===== config.mk =====
export PLATFORM = sky130hd
export DESIGN_NAME = swm_lane
export DESIGN_NICKNAME = d
export VERILOG_FILES = /design/src/rtl/swm_pkg.sv /design/src/rtl/swm_lane.sv
export SDC_FILE = /design/constraint.sdc
export NUM_CORES = 2
export LEC_CHECK = 0
export BUFFER_PORTS_ARGS = -buffer_cell sky130_fd_sc_hd__buf_2
export CAP_MARGIN = 5
export CORE_AREA = 8 8 303 305
export DETAILED_ROUTE_END_ITERATION = 7
export DIE_AREA = 0 0 311 313
export PLACE_DENSITY = 0.89
export SETUP_SLACK_MARGIN = 0.2
export SLEW_MARGIN = 0
export SYNTH_ARGS = -nofsm -noshare
export SYNTH_HDL_FRONTEND = slang
export SYNTH_SLANG_ARGS = --single-unit

===== constraint.sdc =====
create_clock -name clk_i -period 6.8 [get_ports clk_i]
set_input_delay 1.02 -clock clk_i [delete_from_list [all_inputs] [get_ports clk_i]]
set_output_delay 1.02 -clock clk_i [all_outputs]
set_load 0.02 [all_outputs]

===== src/rtl/swm_pkg.sv =====
// Shared types, constants and helpers for the adaptive sliding-mode wrench block.
package swm_pkg;

  localparam int AXES      = 6;
  localparam int FRAC_BITS = 8;
  localparam int LANE_W    = 16;
  localparam int LANES     = 3;
  localparam int FIELD_W   = LANES * LANE_W;
  localparam int GAIN_W    = 16;
  localparam int REG_W     = 32;
  localparam int S_W       = LANE_W + GAIN_W + 2;
  localparam int EPS_W     = GAIN_W + FRAC_BITS;
  localparam int PROD_W    = GAIN_W + EPS_W;
  localparam int CNT_W     = $clog2(GAIN_W);
  localparam int PADDR_W   = 5;
  localparam int REG_IDX_W = 3;

  localparam logic [REG_IDX_W-1:0] REG_LAMBDA  = 3'd0;
  localparam logic [REG_IDX_W-1:0] REG_EPS     = 3'd1;
  localparam logic [REG_IDX_W-1:0] REG_ALPHA   = 3'd2;
  localparam logic [REG_IDX_W-1:0] REG_KBAR    = 3'd3;
  localparam logic [REG_IDX_W-1:0] REG_MU      = 3'd4;
  localparam logic [REG_IDX_W-1:0] REG_K_INIT  = 3'd5;
  localparam logic [REG_IDX_W-1:0] REG_DT      = 3'd6;

  localparam logic [REG_W-1:0]  LAMBDA_RST = 32'h0A00_0A00;
  localparam logic [REG_W-1:0]  EPS_RST    = 32'h001A_001A;
  localparam logic [REG_W-1:0]  ALPHA_RST  = 32'h0003_0003;
  localparam logic [REG_W-1:0]  KBAR_RST   = 32'h0100_0100;
  localparam logic [REG_W-1:0]  MU_RST     = 32'h001A_001A;
  localparam logic [GAIN_W-1:0] K_INIT_RST = 16'd128;
  localparam logic [GAIN_W-1:0] DT_RST     = 16'd655;

  typedef struct packed {
    logic [GAIN_W-1:0] lam;
    logic [GAIN_W-1:0] eps;
    logic [GAIN_W-1:0] alpha;
    logic [GAIN_W-1:0] kbar;
    logic [GAIN_W-1:0] mu;
    logic [GAIN_W-1:0] dt;
  } swm_lane_cfg_t;

  typedef struct packed {
    logic start;
    logic clear;
  } swm_lane_ctl_t;

  typedef struct packed {
    logic              done;
    logic [LANE_W-1:0] wrench;
  } swm_lane_sts_t;

  // apply sign to a magnitude and saturate to the signed lane range
  function automatic logic [LANE_W-1:0] lane_sat(input logic neg, input logic [LANE_W-1:0] m);
    logic [LANE_W-1:0] r;
    if (neg) begin
      r = m[LANE_W-1] ? {1'b1, {(LANE_W-1){1'b0}}} : (~m + 1'b1);
    end else begin
      r = m[LANE_W-1] ? {1'b0, {(LANE_W-1){1'b1}}} : m;
    end
    return r;
  endfunction

endpackage


===== src/rtl/swm_lane.sv =====
// One axis lane: sliding surface, gain adaptation and boundary-layer wrench with serial divide.
module swm_lane (
  input  logic                                 clk_i,
  input  logic                                 rst_ni,
  input  swm_pkg::swm_lane_cfg_t               cfg_i,
  input  logic                                 gain_load_i,
  input  logic [swm_pkg::GAIN_W-1:0]           gain_init_i,
  input  swm_pkg::swm_lane_ctl_t               ctl_i,
  input  logic signed [swm_pkg::LANE_W-1:0]    err_i,
  input  logic signed [swm_pkg::LANE_W-1:0]    vel_i,
  input  logic signed [swm_pkg::LANE_W-1:0]    sp_i,
  output swm_pkg::swm_lane_sts_t               sts_o
);

  localparam logic [2:0] ST_IDLE = 3'd0;
  localparam logic [2:0] ST_SURF = 3'd1;
  localparam logic [2:0] ST_GAIN = 3'd2;
  localparam logic [2:0] ST_MUL  = 3'd3;
  localparam logic [2:0] ST_DIV  = 3'd4;
  localparam logic [2:0] ST_FIN  = 3'd5;
  localparam logic [2:0] ST_DONE = 3'd6;

  localparam int LW = swm_pkg::LANE_W;
  localparam int GW = swm_pkg::GAIN_W;
  localparam int SW = swm_pkg::S_W;
  localparam int EW = swm_pkg::EPS_W;
  localparam int PW = swm_pkg::PROD_W;
  localparam int FB = swm_pkg::FRAC_BITS;

  logic [2:0]                      state_q, state_d;
  logic [GW-1:0]                   k_q, k_d;
  logic [swm_pkg::CNT_W-1:0]       cnt_q, cnt_d;

  logic signed [LW-1:0]            err_q, vel_q, sp_q;
  logic signed [SW-1:0]            s_q;
  logic [GW-1:0]                   step_q, grow_q;
  logic [SW-1:0]                   mag_q;
  logic                            neg_q, big_q, zero_q;
  logic [EW-1:0]                   rem_q;
  logic [GW-1:0]                   num_q, quo_q;
  logic [LW-1:0]                   wrench_q;

  logic signed [LW:0]              diff;
  logic signed [LW+GW:0]           lam_e;
  logic signed [SW-1:0]            surf;
  logic [2*GW-1:0]                 step_full, grow_full;
  logic [SW-1:0]                   mag, muw, epsw_s;
  logic [EW-1:0]                   epsw;
  logic signed [GW+1:0]            k_adj;
  logic [GW-1:0]                   k_new;
  logic [PW-1:0]                   prod;
  logic [EW:0]                     trial, sub;
  logic                            ge;

  always_comb begin
    diff      = {sp_q[LW-1], sp_q} - {vel_q[LW-1], vel_q};
    lam_e     = $signed({1'b0, cfg_i.lam}) * err_q;
    surf      = (SW'(diff) <<< FB) + SW'(lam_e);
    step_full = cfg_i.dt * cfg_i.kbar;
    grow_full = cfg_i.dt * cfg_i.alpha;
    mag       = s_q[SW-1] ? SW'(-s_q) : SW'(s_q);
    muw       = {{(SW-EW){1'b0}}, cfg_i.mu, {FB{1'b0}}};
    epsw      = {cfg_i.eps, {FB{1'b0}}};
    epsw_s    = {{(SW-EW){1'b0}}, epsw};
    if (k_q > cfg_i.alpha) begin
      if (mag > muw) begin
        k_adj = $signed({2'b00, k_q}) + $signed({2'b00, step_q});
      end else begin
        k_adj = $signed({2'b00, k_q}) - $signed({2'b00, step_q});
      end
    end else begin
      k_adj = $signed({2'b00, k_q}) + $signed({2'b00, grow_q});
    end
    if (k_adj[GW+1]) begin
      k_new = '0;
    end else if (k_adj[GW]) begin
      k_new = '1;
    end else begin
      k_new = k_adj[GW-1:0];
    end
    prod  = k_q * mag_q[EW-1:0];
    trial = {rem_q, num_q[GW-1]};
    sub   = trial - {1'b0, epsw};
    ge    = trial >= {1'b0, epsw};
  end

  always_comb begin
    state_d = state_q;
    k_d     = k_q;
    cnt_d   = cnt_q;
    case (state_q)
      ST_IDLE: begin
        if (ctl_i.start) state_d = ST_SURF;
      end
      ST_SURF: state_d = ST_GAIN;
      ST_GAIN: begin
        k_d     = k_new;
        state_d = ST_MUL;
      end
      ST_MUL: begin
        cnt_d   = '0;
        state_d = (big_q || zero_q) ? ST_FIN : ST_DIV;
      end
      ST_DIV: begin
        cnt_d = cnt_q + 1'b1;
        if (cnt_q == swm_pkg::CNT_W'(GW - 1)) state_d = ST_FIN;
      end
      ST_FIN: state_d = ST_DONE;
      ST_DONE: begin
        if (ctl_i.clear) state_d = ST_IDLE;
      end
      default: state_d = ST_IDLE;
    endcase
    if (gain_load_i) k_d = gain_init_i;
  end

  always_ff @(posedge clk_i or negedge rst_ni) begin
    if (!rst_ni) begin
      state_q <= ST_IDLE;
      k_q     <= swm_pkg::K_INIT_RST;
      cnt_q   <= '0;
    end else begin
      state_q <= state_d;
      k_q     <= k_d;
      cnt_q   <= cnt_d;
    end
  end

  always_ff @(posedge clk_i) begin
    case (state_q)
      ST_IDLE: begin
        if (ctl_i.start) begin
          err_q <= err_i;
          vel_q <= vel_i;
          sp_q  <= sp_i;
        end
      end
      ST_SURF: begin
        s_q    <= surf;
        step_q <= step_full[2*GW-1:GW];
        grow_q <= grow_full[2*GW-1:GW];
      end
      ST_GAIN: begin
        mag_q  <= mag;
        neg_q  <= s_q[SW-1];
        big_q  <= mag > epsw_s;
        zero_q <= (s_q == '0);
      end
      ST_MUL: begin
        if (big_q) begin
          quo_q <= k_q;
        end else if (zero_q) begin
          quo_q <= '0;
        end else begin
          rem_q <= prod[PW-1 -: EW];
          num_q <= prod[GW-1:0];
          quo_q <= '0;
        end
      end
      ST_DIV: begin
        rem_q <= ge ? sub[EW-1:0] : trial[EW-1:0];
        num_q <= {num_q[GW-2:0], 1'b0};
        quo_q <= {quo_q[GW-2:0], ge};
      end
      ST_FIN: wrench_q <= swm_pkg::lane_sat(neg_q, quo_q);
      default: ;
    endcase
  end

  assign sts_o.done   = (state_q == ST_DONE);
  assign sts_o.wrench = wrench_q;

endmodule


==> metrics.txt <==
first-pass GRT wire length=approximately 230,000 um; reg-to-reg startpoint=k_q[7]; R2R depth=29; clock sink count=around 240; DIE AREA=~97,000 um^2; top cells by count, synth=inv_1, fa_1, nand2_1, ha_1, and2_1; CTS tree=yes; RSZ-0062 raised after global routing=true; DR iter-0 viols=a little under 4,000; Clock Latency Late Sink=approximately 0.65 ns; met3 Resource Use GR=4.68%; largest net degree at the start of global routing=between 60 and 70; Distinct cells, synth=87; root buf cell=clkbuf_16; initial antenna violation count=14; most frequent cell after synthesis=inv_1; crit-path max FO=8; Post-synth EDFFs=213; net count after synthesis=around 7,300; DP Cell Count=7,180; clk_skew=between 0.04 and 0.05 ns; crit path DAT=~7.4 ns; Total Routed Length=between 150,000 and 200,000 um; port buffer count=181; GRT Resource Usage Total=between 20 and 30%; fin worst setup slack=-0.240 ns; Worst R2R End=rem_q[16]; CP max stage cell=fa_1; final layout net count=around 7,800; vias in the first global route=45,638; DRC viols=0; I/O Pins=roughly 180; GP Congestion=~0.94; Avg WL per Cell=a little over 20 um; FP Rows=approximately 110; Worst Path Required=a little over 7 ns; met2 usage=between 40% and 50%; hold crit path type=input port to async pin; Syn Std Cell Area=between 50,000 and 60,000 um^2; Max-cap violations=0; post-synth top area share=a little over a third; CP endpoint=rem_q[16]; die outline height=roughly 310 um; Mapped Cells=between 5,000 and 6,000; Critical Path Sink Type=flip-flop; register bit total from synthesis=236; CP Launch Type=flip-flop; HPWL Detailed=114,000 um; fin cells=around 7,400; busiest grt layer=met2; drt pass-1 iters=7; final hold viol count=0; ys async rst share=under 10%; Vias=around 43,000; leading area contributor after synthesis=fa_1; H-tree levels=1; Final ANT Viol Nets=0; maximum root-to-sink buffer count=3; post-DR vias/cell=slightly below 6; max incr delay on CP=0.71 ns; max-slew violations=0; status=complete, but fails checks; Post-Syn Area per Cell=between 9 and 10 um^2; min Tclk post-route=around 7.0 ns; Yosys warnings=0; crit share post-route=104%; grt met1 use=a little over a third; reg2reg setup slack=-0.24 ns; Max Clk Rate=roughly 140 MHz; Main synth FF type=edfxtp_1; clock-pin slew on the worst setup and hold paths=~0.07 ns; total CTS buffers=30; post-synthesis sequential area ratio=13.5%; grt ovf=0; setup violators final=10; synthesis-to-layout area growth=15.2%; initial core utilization=between 50% and 60%; share of layout cells above drive strength 1=about 16%; width of the die=311 um; failing checks=negative setup slack; crit path from=k_q[7]; top post-synthesis cells by area=fa_1, ha_1, edfxtp_1; measured slew at the worst slew-check pin=around 1.0 ns; Crit Path Class=flip-flop to flip-flop; max_slew headroom=29.7%; core area=roughly 87,000 um^2
[registers in the layout, summed over array words and instances (netlist names), 16 cells and up]
| signal | cells |
|---|---|
| err_q | 16 |
| grow_q | 16 |
| k_q | 16 |
| mag_q | 24 |
| num_q | 16 |
| quo_q | 16 |
| rem_q | 24 |
| s_q | 34 |
| sp_q | 16 |
| step_q | 16 |
| vel_q | 16 |
| wrench_q | 16 |
[layout by cell type (no fill, tap or decap), drive strengths merged, types with 129 or more instances in the layout]
cell / synthesis / routed
inv: 1201 / 1207
fa: 917 / 917
nand2: 878 / 878
buf: 16 / 663
ha: 562 / 562
and2: 432 / 432
edfxtp: 213 / 213
nor2: 170 / 170
a21oi: 153 / 153
o21ai: 129 / 129
[routing by layer]
metal  up-vias  wire length, um
li1      18561                -
met3       787            13300
met4         4            10600
met5         -               27
met1     21019            53000
met2      2524            73200
[metrics by stage]
step           instance area [um^2]  util, %  setup TNS, ns  hold WS (ns)  setup WS, ns
2_1_floorplan                 51900        -          -1.03         0.424        -0.327
3_3_place_gp                  56300     64.5          -7.79         0.487        -0.600
3_5_place_dp                  56300     64.5         -13.18         0.493        -0.782
4_1_cts                       57900     66.4              0         0.353        0.0116
5_1_grt                       59500     68.2          -3.89         0.394        -0.399
6_report                      59500     68.2          -1.35         0.364        -0.240
[what timing repair did]
action                     CTS  global route
gates cloned                 0             1
resized for setup           83           277
setup buffers               39            68
pin swaps                   53           184
setup endpoints to repair   34            44
hold buffers                 0             0
[cell type report]
class / count / area, um^2
multi-input combinational: 4020 / 40400
fill: 5918 / 27700
sequential: 236 / 6980
timing repair buffer: 665 / 5180
inverter: 1202 / 4510
tap: 1165 / 1460
clock buffer: 34 / 766
clock inverter: 22 / 260
antenna: 10 / 25.0
[worst min path at each step]
stage	from	end	slack [ns]	cells after the start
finish	rst_ni	k_q[0]	0.36	1
global route	rst_ni	k_q[0]	0.39	1
global placement	num_q[2]	num_q[3]	0.49	2
CTS	rst_ni	k_q[0]	0.35	1
detailed placement	num_q[3]	num_q[4]	0.49	2
floorplan	s_q[33]	neg_q	0.42	0
[worst max-delay path: cells and delay by family, from the launching register on]
kind | cells | cell delay [ns]
buf+inv | 10 | 1.21
simple gates | 4 | 0.69
compound gates | 6 | 0.94
mux | 1 | 0.09
flops | 1 | 0.58
fa+ha+maj | 7 | 3.08
xor+xnor | 1 | 0.16
[cells by family (layout without fill, tap and decap cells)]
family / count (synthesis) / in the layout / share of synthesized area (%)
compound gates: 559 / 559 / 7.03
xor+xnor: 167 / 167 / 2.83
fa+ha+maj: 1479 / 1479 / 49.1
buf+inv: 1427 / 1923 / 10.5
flops: 236 / 236 / 13.5
mux: 27 / 27 / 0.559
other cells: 0 / 10 / 0
simple gates: 1788 / 1788 / 16.5
Power is not shown: default switching activity piles up to over one toggle a cycle in this logic, so the estimate is an artifact.
